--- src/design/cdss_pkg.sv ---
// ----------------------------------------------------------------------------
// cdss_pkg
// Types, command codes and constants shared by the countdown timer modules.
// ----------------------------------------------------------------------------
`default_nettype none

package cdss_pkg;

  typedef enum logic [2:0] {
    CMD_TICK = 3'd0,
    CMD_STOP = 3'd1,
    CMD_RUN  = 3'd2,
    CMD_SHOW = 3'd3,
    CMD_HIDE = 3'd4,
    CMD_SET  = 3'd5
  } cmd_e;

  localparam logic [19:0] COUNT_RESET   = 20'd359999;
  localparam logic [12:0] CENTI_PER_MIN = 13'd6000;
  localparam logic [6:0]  CENTI_PER_SEC = 7'd100;
  localparam logic [5:0]  MIN_CLAMP     = 6'd60;

  // floor(x / 6000) = (x * MIN_RECIP) >> MIN_SHIFT, exact for x < 2^22
  localparam logic [20:0] MIN_RECIP = 21'd1431656;
  localparam int unsigned MIN_SHIFT = 33;
  // floor(x / 100) = (x * SEC_RECIP) >> SEC_SHIFT, exact for x < 43690
  localparam logic [12:0] SEC_RECIP = 13'd5243;
  localparam int unsigned SEC_SHIFT = 19;

  // timer state after one item
  typedef struct packed {
    logic [19:0] count;
    logic        run;
    logic        disp;
  } snap_t;

  // split results handed to the display stage
  typedef struct packed {
    logic [7:0]  min_raw;
    logic [12:0] rem;
    logic [5:0]  sec;
    logic        run;
    logic        disp;
  } split_t;

  function automatic logic [3:0] tens_of(input logic [6:0] v);
    logic [14:0] p;
    p = 15'(v) * 15'd205;
    return p[14:11];
  endfunction

  function automatic logic [3:0] ones_of(input logic [6:0] v);
    logic [6:0] t;
    t = 7'(tens_of(v)) * 7'd10;
    return 4'(v - t);
  endfunction

  function automatic logic [7:0] seg_of(input logic [3:0] d);
    logic [7:0] s;
    unique case (d)
      4'd0:    s = 8'h3F;
      4'd1:    s = 8'h06;
      4'd2:    s = 8'h5B;
      4'd3:    s = 8'h4F;
      4'd4:    s = 8'h66;
      4'd5:    s = 8'h6D;
      4'd6:    s = 8'h7D;
      4'd7:    s = 8'h07;
      4'd8:    s = 8'h7F;
      4'd9:    s = 8'h67;
      default: s = 8'h00;
    endcase
    return s;
  endfunction

endpackage

`default_nettype wire

--- src/design/cdss_if.sv ---
// ----------------------------------------------------------------------------
// cdss_if
// Valid/ready channels for timer commands and display results.
// ----------------------------------------------------------------------------
`default_nettype none

interface cdss_in_if;
  logic       valid;
  logic       ready;
  logic [2:0] cmd;
  logic [6:0] set_minutes;
  logic [6:0] set_seconds;
  logic [6:0] set_hundredths;

  modport source (output valid, cmd, set_minutes, set_seconds, set_hundredths,
                  input ready);
  modport sink   (input valid, cmd, set_minutes, set_seconds, set_hundredths,
                  output ready);
endinterface

interface cdss_out_if;
  logic        valid;
  logic        ready;
  logic [5:0]  minutes_shown;
  logic [5:0]  seconds_shown;
  logic [6:0]  hundredths_shown;
  logic [31:0] seg_low;
  logic [15:0] seg_high;
  logic        running;

  modport source (output valid, minutes_shown, seconds_shown, hundredths_shown,
                  seg_low, seg_high, running, input ready);
  modport sink   (input valid, minutes_shown, seconds_shown, hundredths_shown,
                  seg_low, seg_high, running, output ready);
endinterface

`default_nettype wire

--- src/design/cdss_ctrl.sv ---
// ----------------------------------------------------------------------------
// cdss_ctrl
// Timer state (count, run flag, display flag) and command decode.
// ----------------------------------------------------------------------------
`default_nettype none

module cdss_ctrl (
  input  wire logic          clk_i,
  input  wire logic          rst_ni,
  cdss_in_if.sink            in_i,
  output cdss_pkg::snap_t    snap_o,
  output logic               valid_o,
  input  wire logic          ready_i
);

  cdss_pkg::cmd_e  cmd;
  cdss_pkg::snap_t state_q, state_d;
  cdss_pkg::snap_t snap_q;
  logic            valid_q;
  logic            accept;
  logic [19:0]     set_val;

  assign cmd        = cdss_pkg::cmd_e'(in_i.cmd);
  assign in_i.ready = !valid_q || ready_i;
  assign accept     = in_i.valid && in_i.ready;

  assign set_val = 20'(in_i.set_minutes) * 20'(cdss_pkg::CENTI_PER_MIN)
                 + 20'(in_i.set_seconds) * 20'(cdss_pkg::CENTI_PER_SEC)
                 + 20'(in_i.set_hundredths);

  always_comb begin
    state_d = state_q;
    unique case (cmd)
      cdss_pkg::CMD_TICK: begin
        if (state_q.run) begin
          if (state_q.count != 20'd0) begin
            state_d.count = state_q.count - 20'd1;
          end else begin
            state_d.run = 1'b0;
          end
        end
      end
      cdss_pkg::CMD_STOP: state_d.run   = 1'b0;
      cdss_pkg::CMD_RUN:  state_d.run   = 1'b1;
      cdss_pkg::CMD_SHOW: state_d.disp  = 1'b1;
      cdss_pkg::CMD_HIDE: state_d.disp  = 1'b0;
      cdss_pkg::CMD_SET:  state_d.count = set_val;
      default:            state_d       = state_q;
    endcase
  end

  always_ff @(posedge clk_i or negedge rst_ni) begin
    if (!rst_ni) begin
      state_q.count <= cdss_pkg::COUNT_RESET;
      state_q.run   <= 1'b1;
      state_q.disp  <= 1'b1;
      valid_q       <= 1'b0;
    end else begin
      if (accept) begin
        state_q <= state_d;
      end
      if (in_i.ready) begin
        valid_q <= in_i.valid;
      end
    end
  end

  always_ff @(posedge clk_i) begin
    if (accept) begin
      snap_q <= state_d;
    end
  end

  assign snap_o  = snap_q;
  assign valid_o = valid_q;

endmodule

`default_nettype wire

--- src/design/cdss_split.sv ---
// ----------------------------------------------------------------------------
// cdss_split
// Three-stage split of the count into whole minutes, remainder and seconds.
// ----------------------------------------------------------------------------
`default_nettype none

module cdss_split (
  input  wire logic          clk_i,
  input  wire logic          rst_ni,
  input  wire cdss_pkg::snap_t snap_i,
  input  wire logic          valid_i,
  output logic               ready_o,
  output cdss_pkg::split_t   split_o,
  output logic               valid_o,
  input  wire logic          ready_i
);

  // stage a: minutes by reciprocal multiply
  logic [40:0] prod_a;
  logic [19:0] cnt_a_q;
  logic [7:0]  min_a_q;
  logic        run_a_q, disp_a_q;
  logic        va_q, rdy_a;

  // stage b: remainder after whole minutes
  logic [19:0] rem_b;
  logic [12:0] rem_b_q;
  logic [7:0]  min_b_q;
  logic        run_b_q, disp_b_q;
  logic        vb_q, rdy_b;

  // stage c: seconds by reciprocal multiply
  logic [25:0]      prod_c;
  cdss_pkg::split_t res_c_q;
  logic             vc_q, rdy_c;

  assign rdy_c   = !vc_q || ready_i;
  assign rdy_b   = !vb_q || rdy_c;
  assign rdy_a   = !va_q || rdy_b;
  assign ready_o = rdy_a;

  assign prod_a = 41'(snap_i.count) * 41'(cdss_pkg::MIN_RECIP);
  assign rem_b  = cnt_a_q - 20'(min_a_q) * 20'(cdss_pkg::CENTI_PER_MIN);
  assign prod_c = 26'(rem_b_q) * 26'(cdss_pkg::SEC_RECIP);

  always_ff @(posedge clk_i or negedge rst_ni) begin
    if (!rst_ni) begin
      va_q <= 1'b0;
      vb_q <= 1'b0;
      vc_q <= 1'b0;
    end else begin
      if (rdy_a) va_q <= valid_i;
      if (rdy_b) vb_q <= va_q;
      if (rdy_c) vc_q <= vb_q;
    end
  end

  always_ff @(posedge clk_i) begin
    if (rdy_a && valid_i) begin
      cnt_a_q  <= snap_i.count;
      min_a_q  <= prod_a[cdss_pkg::MIN_SHIFT +: 8];
      run_a_q  <= snap_i.run;
      disp_a_q <= snap_i.disp;
    end
    if (rdy_b && va_q) begin
      rem_b_q  <= rem_b[12:0];
      min_b_q  <= min_a_q;
      run_b_q  <= run_a_q;
      disp_b_q <= disp_a_q;
    end
    if (rdy_c && vb_q) begin
      res_c_q.min_raw <= min_b_q;
      res_c_q.rem     <= rem_b_q;
      res_c_q.sec     <= prod_c[cdss_pkg::SEC_SHIFT +: 6];
      res_c_q.run     <= run_b_q;
      res_c_q.disp    <= disp_b_q;
    end
  end

  assign split_o = res_c_q;
  assign valid_o = vc_q;

endmodule

`default_nettype wire

--- src/design/cdss_seg.sv ---
// ----------------------------------------------------------------------------
// cdss_seg
// Hundredths, minute clamp, digit split, segment encode and result register.
// ----------------------------------------------------------------------------
`default_nettype none

module cdss_seg (
  input  wire logic          clk_i,
  input  wire logic          rst_ni,
  input  wire cdss_pkg::split_t split_i,
  input  wire logic          valid_i,
  output logic               ready_o,
  cdss_out_if.source         out_o
);

  logic [12:0] hun_full;
  logic [6:0]  hun;
  logic [5:0]  mins;
  logic [31:0] seg_lo;
  logic [15:0] seg_hi;
  logic        valid_q;

  logic [5:0]  min_q, sec_q;
  logic [6:0]  hun_q;
  logic [31:0] seg_lo_q;
  logic [15:0] seg_hi_q;
  logic        run_q;

  assign ready_o  = !valid_q || out_o.ready;
  assign hun_full = split_i.rem - 13'(split_i.sec) * 13'(cdss_pkg::CENTI_PER_SEC);
  assign hun      = hun_full[6:0];
  assign mins     = (split_i.min_raw > 8'(cdss_pkg::MIN_CLAMP)) ?
                    cdss_pkg::MIN_CLAMP : split_i.min_raw[5:0];

  always_comb begin
    seg_lo = 32'h0;
    seg_hi = 16'h0;
    if (split_i.disp) begin
      seg_hi = {cdss_pkg::seg_of(cdss_pkg::tens_of(7'(mins))),
                cdss_pkg::seg_of(cdss_pkg::ones_of(7'(mins)))};
      seg_lo = {cdss_pkg::seg_of(cdss_pkg::tens_of(7'(split_i.sec))),
                cdss_pkg::seg_of(cdss_pkg::ones_of(7'(split_i.sec))),
                cdss_pkg::seg_of(cdss_pkg::tens_of(hun)),
                cdss_pkg::seg_of(cdss_pkg::ones_of(hun))};
    end
  end

  always_ff @(posedge clk_i or negedge rst_ni) begin
    if (!rst_ni) begin
      valid_q <= 1'b0;
    end else if (ready_o) begin
      valid_q <= valid_i;
    end
  end

  always_ff @(posedge clk_i) begin
    if (ready_o && valid_i) begin
      min_q    <= mins;
      sec_q    <= split_i.sec;
      hun_q    <= hun;
      seg_lo_q <= seg_lo;
      seg_hi_q <= seg_hi;
      run_q    <= split_i.run;
    end
  end

  assign out_o.valid            = valid_q;
  assign out_o.minutes_shown    = min_q;
  assign out_o.seconds_shown    = sec_q;
  assign out_o.hundredths_shown = hun_q;
  assign out_o.seg_low          = seg_lo_q;
  assign out_o.seg_high         = seg_hi_q;
  assign out_o.running          = run_q;

endmodule

`default_nettype wire

--- src/design/countdown_stopwatch_seven_segment.sv ---
// ----------------------------------------------------------------------------
// countdown_stopwatch_seven_segment
// Centisecond countdown timer with six seven-segment digit outputs.
//
//   channel  dir  payload
//   in_i     in   cmd, set_minutes, set_seconds, set_hundredths
//   out_o    out  minutes_shown, seconds_shown, hundredths_shown,
//                 seg_low, seg_high, running
//
// one item per cycle while the output does not stall; an accepted item
// passes the state snapshot, then the divide pipeline: minutes multiply,
// remainder, seconds multiply, then digit encode into the result register
// reset: count 359999, running, display on, pipeline empty
// a stalled output backs up stage by stage; empty stages keep accepting
// ----------------------------------------------------------------------------
`default_nettype none

module countdown_stopwatch_seven_segment (
  input  wire logic clk_i,
  input  wire logic rst_ni,
  cdss_in_if.sink   in_i,
  cdss_out_if.source out_o
);

  cdss_pkg::snap_t  snap;
  cdss_pkg::split_t split;
  logic             snap_valid, snap_ready;
  logic             split_valid, split_ready;

  cdss_ctrl u_ctrl (
    .clk_i   (clk_i),
    .rst_ni  (rst_ni),
    .in_i    (in_i),
    .snap_o  (snap),
    .valid_o (snap_valid),
    .ready_i (snap_ready)
  );

  cdss_split u_split (
    .clk_i   (clk_i),
    .rst_ni  (rst_ni),
    .snap_i  (snap),
    .valid_i (snap_valid),
    .ready_o (snap_ready),
    .split_o (split),
    .valid_o (split_valid),
    .ready_i (split_ready)
  );

  cdss_seg u_seg (
    .clk_i   (clk_i),
    .rst_ni  (rst_ni),
    .split_i (split),
    .valid_i (split_valid),
    .ready_o (split_ready),
    .out_o   (out_o)
  );

`ifndef SYNTHESIS
  a_ready_chain: assert property (@(posedge clk_i) disable iff (!rst_ni)
    out_o.ready |-> in_i.ready)
    else $error("input not ready while output is ready");

  a_min_range: assert property (@(posedge clk_i) disable iff (!rst_ni)
    out_o.valid |-> (out_o.minutes_shown <= 6'd60))
    else $error("minutes above clamp");

  a_time_range: assert property (@(posedge clk_i) disable iff (!rst_ni)
    out_o.valid |-> (out_o.seconds_shown < 6'd60 && out_o.hundredths_shown < 7'd100))
    else $error("seconds or hundredths out of range");

  a_seg_blank: assert property (@(posedge clk_i) disable iff (!rst_ni)
    out_o.valid |-> ((out_o.seg_high == 16'h0) == (out_o.seg_low == 32'h0)))
    else $error("segment words disagree on blanking");
`endif

endmodule

`default_nettype wire
--- src/flat_wrapper.sv ---
// flat-port wrapper written by rule: the top's interface ports become plain ports
module countdown_stopwatch_seven_segment_flat 
  (clk_i, rst_ni, in_i_valid, in_i_cmd, in_i_set_minutes, in_i_set_seconds, in_i_set_hundredths, in_i_ready, out_o_valid, out_o_minutes_shown, out_o_seconds_shown, out_o_hundredths_shown, out_o_seg_low, out_o_seg_high, out_o_running, out_o_ready);
  cdss_in_if in_i_i ();
  cdss_out_if out_o_i ();
  input  wire logic clk_i;
  input  wire logic rst_ni;
  input wire logic [$bits(in_i_i.valid)-1:0] in_i_valid;
  input wire logic [$bits(in_i_i.cmd)-1:0] in_i_cmd;
  input wire logic [$bits(in_i_i.set_minutes)-1:0] in_i_set_minutes;
  input wire logic [$bits(in_i_i.set_seconds)-1:0] in_i_set_seconds;
  input wire logic [$bits(in_i_i.set_hundredths)-1:0] in_i_set_hundredths;
  output wire logic [$bits(in_i_i.ready)-1:0] in_i_ready;
  output wire logic [$bits(out_o_i.valid)-1:0] out_o_valid;
  output wire logic [$bits(out_o_i.minutes_shown)-1:0] out_o_minutes_shown;
  output wire logic [$bits(out_o_i.seconds_shown)-1:0] out_o_seconds_shown;
  output wire logic [$bits(out_o_i.hundredths_shown)-1:0] out_o_hundredths_shown;
  output wire logic [$bits(out_o_i.seg_low)-1:0] out_o_seg_low;
  output wire logic [$bits(out_o_i.seg_high)-1:0] out_o_seg_high;
  output wire logic [$bits(out_o_i.running)-1:0] out_o_running;
  input wire logic [$bits(out_o_i.ready)-1:0] out_o_ready;
  assign in_i_i.valid = in_i_valid;
  assign in_i_i.cmd = in_i_cmd;
  assign in_i_i.set_minutes = in_i_set_minutes;
  assign in_i_i.set_seconds = in_i_set_seconds;
  assign in_i_i.set_hundredths = in_i_set_hundredths;
  assign in_i_ready = in_i_i.ready;
  assign out_o_valid = out_o_i.valid;
  assign out_o_minutes_shown = out_o_i.minutes_shown;
  assign out_o_seconds_shown = out_o_i.seconds_shown;
  assign out_o_hundredths_shown = out_o_i.hundredths_shown;
  assign out_o_seg_low = out_o_i.seg_low;
  assign out_o_seg_high = out_o_i.seg_high;
  assign out_o_running = out_o_i.running;
  assign out_o_i.ready = out_o_ready;
  countdown_stopwatch_seven_segment u_core (.clk_i(clk_i), .rst_ni(rst_ni), .in_i(in_i_i), .out_o(out_o_i));
endmodule
--- config.mk ---
export PLATFORM = sky130hd
export DESIGN_NAME = countdown_stopwatch_seven_segment_flat
export DESIGN_NICKNAME = d
export VERILOG_FILES = /design/src/design/cdss_pkg.sv /design/src/design/cdss_if.sv /design/src/design/cdss_ctrl.sv /design/src/design/cdss_split.sv /design/src/design/cdss_seg.sv /design/src/design/countdown_stopwatch_seven_segment.sv /design/src/flat_wrapper.sv
export SDC_FILE = /design/constraint.sdc
export NUM_CORES = 1
export LEC_CHECK = 0
export ABC_AREA = 1
export BUFFER_PORTS_ARGS = -buffer_cell sky130_fd_sc_hd__clkbuf_2
export CAP_MARGIN = 20
export CORE_MARGIN = 3
export CORE_UTILIZATION = 57
export CTS_BUF_LIST = sky130_fd_sc_hd__clkbuf_8
export CTS_CLUSTER_SIZE = 16
export DETAILED_ROUTE_END_ITERATION = 8
export PLACE_DENSITY = 0.74
export SYNTH_ARGS = -nofsm -noshare
export SYNTH_HDL_FRONTEND = slang
export SYNTH_SLANG_ARGS = --single-unit
export TNS_END_PERCENT = 10
--- constraint.sdc ---
create_clock -name clk_i -period 7.95 [get_ports clk_i]
set_input_delay 0.795 -clock clk_i [delete_from_list [all_inputs] [get_ports clk_i]]
set_output_delay 0.795 -clock clk_i [all_outputs]
set_load 0.05 [all_outputs]
Word level (Yosys, flattened, before mapping):

Memory sizes are Yosys's and may differ from the RTL's. A register that Yosys moved wholly into a read port is not among the register bits.
Index checks and enable logic that the tools add are counted.

* div/mod/pow operators: 0
* muxes and demuxes: 7
* multipliers: 12
* order comparisons: 1
* equal/unequal tests: 5
* add/subtract/negate cells: 8
* bitwise gates (word level): 0
* reductions and logical operators: 23
* shift operators: 0

Operators by type and width (count)
* case mux 20 bit (2 select lines): 1
* multiplier 20 x 18 -> 38 bit, second input constant: 1
* multiplier 6 x 8 -> 14 bit, second input constant: 2
* multiplier 13 x 13 -> 25 bit, second input constant: 1
* two-way mux 21 bit: 1
* adder 20 x 14 -> 20 bit: 1
* adder 20 x 7 -> 20 bit: 1
* two-way mux 20 bit: 1
* nonzero test 20 bit: 1
* subtractor 20 x 1 -> 20 bit, second input constant: 1
* multiplier 7 x 9 -> 16 bit, second input constant: 1
* multiplier 7 x 8 -> 15 bit, second input constant: 1
* subtractor 13 bit: 1
* multiplier 7 x 5 -> 12 bit, second input constant: 1
* subtractor 4 bit: 3
* zero test 1 bit: 11
* multiplier 8 x 9 -> 9 bit, second input constant: 1
* greater-than comparator 8 x 6 -> 1 bit, second input constant: 1
* subtractor 7 bit: 1
* == test 3 x 2 -> 1 bit, second input constant: 2
* == test 3 bit, second input constant: 2
* multiplier 3 x 3 -> 3 bit, second input constant: 2
* multiplier 6 x 5 -> 5 bit, second input constant: 1
* two-way mux 6 bit: 1
* other kinds (8): 16

* bits in registers: 186
* memories kept: 6
* ROM bits: 560
* bits in latches: 0
* memory bits (writable): 0
* bits of input ports: 28
* output and inout bits: 70
* logic and storage cells: 92

Memories
* (name not given): depth 16, bits a word 7, rd ports 1, clocked after memory_dff 1, write ports 0, line cdss_pkg.sv:60 `unique case (d)`
* (name not given): depth 16, bits a word 7, rd ports 1, clocked after memory_dff 1, write ports 0, line cdss_pkg.sv:60
* (name not given): depth 16, bits a word 7, rd ports 1, clocked after memory_dff 1, write ports 0, line cdss_pkg.sv:60
* (name not given): depth 16, bits a word 7, rd ports 1, clocked after memory_dff 1, write ports 0, line cdss_pkg.sv:60
* (name not given): depth 8, bits a word 7, rd ports 1, clocked after memory_dff 1, write ports 0, line cdss_pkg.sv:60
* (name not given): depth 8, bits a word 7, rd ports 1, clocked after memory_dff 1, write ports 0, line cdss_pkg.sv:60

Logic depth before layout (Yosys ltp):

* word-level depth: 7
* gate-level depth with buffers: 32

By module:

Synthesis repeated with hierarchy kept, for this count alone.

* cells, all modules: 2787
* area, all modules: 25002.7 µm²

Modules (own cells, without submodules)
* cdss_split: instances 1, area an instance 13638.1 µm², sequential area each 2327.2 µm², cells each 1459
* cdss_seg: instances 1, area an instance 5893.2 µm², sequential area each 1886.8 µm², cells each 633
* cdss_ctrl: instances 1, area an instance 5471.5 µm², sequential area each 1256.2 µm², cells each 695

Worst setup path before layout:

OpenSTA, ideal clock, no wires.

* path kind: input port to flip-flop
* start point: in in_i_set_minutes[4]
* end point: reg u_core.u_ctrl.snap_q (netlist bit u_core.u_ctrl.snap_o[21]) (data pin)
* arrival time: 5.454 ns
* data required time: 7.689 ns
* cell stages on the path: 26
* path buffers: 0
* slack: 2.235 ns
* cells stage by stage: inv_1 fa_1 fa_1 inv_1 fa_1 inv_1 fa_1 inv_1 ha_1 a21oi_1 o21ai_0 a21o_1 xor2_1 ha_1 ha_1 nand2_1 nor2_1 nand3_1 nand3_1 nand2_1 nand2_1 nand2_1 nor2_1 nand3_1 nand3_1 nand2_1

RTL lines
* from (decl): line flat_wrapper.sv:10 `input wire logic [$bits(in_i_i.set_minutes)-1:0] in_i_set_minutes;`
* to (signal assigned): line cdss_ctrl.sv:70 `snap_q <= state_d;`
* to (decl): line cdss_ctrl.sv:18 `cdss_pkg::snap_t snap_q;`

Worst setup path in the final report:

* start point: reg u_core.u_split.res_c_q (netlist bit u_core.u_split.split_o[2])
* end point: reg u_core.u_seg.seg_lo_q[2] (netlist: u_core.u_seg.out_o.seg_low[2]) (data pin)

* longest elaborated chain between the ends: 5

Ends and longest elaborated chain
* from (decl): line cdss_split.sv:34 `cdss_pkg::split_t res_c_q;`
* multiplier 6 x 5 -> 5 bit: line cdss_seg.sv:30 `assign hun_full = split_i.rem - 13'(split_i.sec) * 13'(cdss_pkg::CENTI_PER_SEC);`
* subtractor 7 bit: line cdss_seg.sv:30
* net u_core.u_seg.hun_full[6]: line cdss_seg.sv:16 `logic [12:0] hun_full;`
* multiplier 7 x 8 -> 15 bit: line cdss_pkg.sv:48 `p = 15'(v) * 15'd205;`
* multiplier 4 x 3 -> 3 bit: line cdss_pkg.sv:54 `t = 7'(tens_of(v)) * 7'd10;`
* subtractor 4 bit: line cdss_pkg.sv:55 `return 4'(v - t);`
* to (decl): line cdss_seg.sv:25 `logic [31:0] seg_lo_q;`

The timed path passes the listed nets, and every way through them passes these cells.
A chain may end at the register's enable or synchronous reset.

==> metrics.md <==
| Metric | Value |
|---|---|
| Status | complete, no violations |
| Req. time, crit path | 8.18 ns |
| Io pins | 98 |
| Post-synthesis cell type count | 56 |
| DRT Pass-1 Iters | 6 |
| Die extent in x | 211 um |
| Wire per inst | 15.9 um |
| Max Slew Vio Count | 0 |
| Endpoints failing hold | 0 |
| CTS tree | built |
| Critical Path Source Type | register |
| # port buffers | 91 |
| RSZ-0062 raised after global routing | no |
| FP Rows | 74 |
| Slowest stage delay, CP | 0.54 ns |
| Final Critical Period | 6.41 ns |
| Die ar. | 0.0444 sq mm |
| DR iter-0 viols | 1028 |
| Kind of critical path | register to register |
| Family with the most delay on the worst path | adder cells |
| Grt total ovfl | 0 |
| CTS clk-pin slew, worst paths | 0.10 ns |
| YS warnings | 0 |
| Antenna violations before repair | 0 |
| First-pass GRT wire length | 85100 um |
| Dominant cell type by area after synthesis | ha_1 |
| Synth top area cells | ha_1 (25%), fa_1 (21%), edfxtp_1 (19%) |
| All-Layer GR Usage | 23.8% |
| Starting Density | 58.2% |
| WP buf/inv | 6 |
| Share of cells above drive strength 1 | 7.71% |
| Pin count of the biggest net entering global routing | 63 |
| Clk root buf | clkbuf_8 |
| Mean Syn Cell Area | 9.30 sq um |
| Post-Syn Instances | 2570 |
| Setup violations, final | 0 |
| Post-synth EDFFs | 153 |
| Vias in the first global route | 18000 |
| Tcrit/Tclk final | 80.6% |
| Uppermost routed layer | met4 |
| Post-CTS Setup Repair Bufs | 0 |
| Post-route DRC violation count | 0 |
| Metal-1 WL | 22100 um |
| Post-synth top area share | 25.2% |
| CTS H-tree depth | 4 |
| Seq/Total Area, Yosys | 22.1% |
| #FFs+latches synth | 180 |
| Post-DP Area | 0.0250 sq mm |
| # resized after CTS | 0 |
| Clk sinks | 180 |
| Post-route cell area | 0.0254 sq mm |
| Syn-to-layout area delta | 6.21% |
| Diodes inserted | 0 |
| Sum Neg Setup Slack | 0 ns |
| Worst-Skew Late Latency | 0.52 ns |
| Slew headroom | 31.9% |
| Average via count per standard cell | 5.38 |
| Detailed Route WL | 51000 um |
| Die Y | 211 um |
| Slowest-stage cell, CP | edfxtp_1 |
| Slew @ Worst Pin | 1.02 ns |
| Crit. End Element | register |
| Core area | 0.0411 sq mm |
| DR vias | 17300 |
| F_max | 156 MHz |
| Hold WC Path Type | input port to asynchronous set/reset pin |
| Fill count | 3476 |
| Fin nets | 3428 |
| Top FF cell, synth | edfxtp_1 |
| Post-route ant nets | 0 |
| CTS Buffer Depth | 2 |
| Hold_buf cts | 0 |
| Final RePlAce weighted congestion | 0.940 |
| Placed Instances | 3184 |
| TritonCTS buffer count | 17 |
| Top cell by count, worst path | inv_1 |
| Routed met2 length | 25800 um |
| Met3 WL post-DR | 2050 um |
| Max FO, Critical Path | 8 |
| Max-capacitance violation count | 0 |
| Async set or reset register ratio after synthesis | 15.0% |
| Non-filler cells, final | 3216 |
| Mapped cell area | 0.0239 sq mm |
| WHS | 0.338 ns |
| Crit path arrival time | 6.64 ns |
| Clk_skew | 0.0196 ns |
| Post-DP HPWL | 44200 um |
-- cell usage in the layout, fill, tap and decap left out, types with 6 or more instances in the layout --
cell type and count:
xnor2_1 28, o21bai_1 8, nand4_1 22, nor2_2 12, fa_1 247, edfxtp_1 153
clkbuf_8 17, nor4_1 9, nand3_2 9, dfstp_2 16, nor3_1 11, clkbuf_2 91
nand2_1 328, xor2_1 31, conb_1 6, nor2_1 119, ha_1 482, nand3_1 94
a31oi_1 9, a21o_1 10, or2_2 16, dfrtp_1 11, nand2_2 8, inv_1 634
o211ai_1 16, o21ai_0 90, a21oi_1 137
-- final cells by class --
type / count / area (sq um) / share of cell area, %
multi-input cells: 1741 / 16200 / 63.7
flip-flops and latches: 180 / 5290 / 20.8
inverters: 637 / 2390 / 9.42
well taps: 532 / 666 / 2.62
repair buffers: 94 / 478 / 1.88
clock buffers: 17 / 234 / 0.921
clock inverters: 15 / 161 / 0.636
-- worst paths after layout --
path | startpoint | endpoint | slack, ns | depth (start not counted)
min in group clk_i | u_core.u_split.cnt_a_q[0] | u_core.u_split.rem_b_q[0] | 0.41 | 0
worst max-delay path | u_core.u_split.split_o[2] | u_core.u_seg.out_o.seg_low[2] | 1.54 | 27
max in group asynchronous | rst_ni | u_core.u_split.va_q | 7.11 | 1
worst max register to register | u_core.u_split.split_o[2] | u_core.u_seg.out_o.seg_low[2] | 1.54 | 27
worst min register to register | u_core.u_split.cnt_a_q[0] | u_core.u_split.rem_b_q[0] | 0.41 | 0
worst min-delay path | rst_ni | u_core.u_ctrl.state_q[8] | 0.34 | 1
-- synthesized netlist by cell type, types with 3 or more instances --
cell and number:
inv_1 634, ha_1 482, nand2_1 328, fa_1 247
edfxtp_1 153, a21oi_1 137, nor2_1 122, nand3_1 94
o21ai_0 90, xor2_1 31, xnor2_1 28, nand4_1 22
dfstp_2 16, o211ai_1 16, or2_2 16, dfrtp_1 11
nor2_2 11, nor3_1 11, a21o_1 10, a31oi_1 9
nand3_2 9, nor4_1 9, nand2_2 8, o21bai_1 8
clkbuf_1 7, buf_4 6, nand3b_1 5, a211oi_1 4
buf_2 4, o21a_1 4, o31ai_1 3
-- metal layers --
| layer | GRT usage [%] | vias to the layer above |
|---|---|---|
| li1 | - | 8461 |
| met1 | 30.5 | 8363 |
| met5 | 0 | - |
| met2 | 42.9 | 388 |
| met3 | 3.28 | 82 |
| met4 | 5.47 | 0 |
-- sequential cells by signal (all words and copies together), names as in the netlist, 6 cells and up --
register	flops
u_core.u_seg.out_o.seg_high	14
u_core.u_split.min_a_q	8
u_core.u_split.min_b_q	8
u_core.u_split.cnt_a_q	13
u_core.u_seg.out_o.seconds_shown	6
u_core.u_seg.out_o.hundredths_shown	7
u_core.u_seg.out_o.minutes_shown	6
u_core.u_ctrl.state_q	22
u_core.u_ctrl.snap_o	22
u_core.u_seg.out_o.seg_low	28
u_core.u_split.rem_b_q	13
u_core.u_split.split_o	23
-- cell families after synthesis --
| kind of cell | after synthesis | share of synthesized area [%] |
|---|---|---|
| adder cells (fa/ha/maj) | 729 | 45.9 |
| buffers and inverters | 654 | 10.4 |
| AND/OR/NAND/NOR | 646 | 12.1 |
| AO/OA/AOI/OAI | 297 | 6.94 |
| flip-flops | 180 | 22.1 |
| XOR/XNOR | 63 | 2.57 |
| other | 1 | 0.0157 |
-- metrics by stage --
| stage | setup WS (ns) | util [%] |
|---|---|---|
| after global routing | 1.12 | 61.8 |
| final | 1.54 | 61.8 |
| after detailed placement | 1.61 | 60.8 |
| after CTS | 1.56 | 61.8 |
| after global placement | 1.82 | 60.8 |
| after floorplan | 2.24 | - |
Power is left out: the tool's default activity adds up to more than one toggle a clock period on the data nets, which glitch-free logic cannot reach.
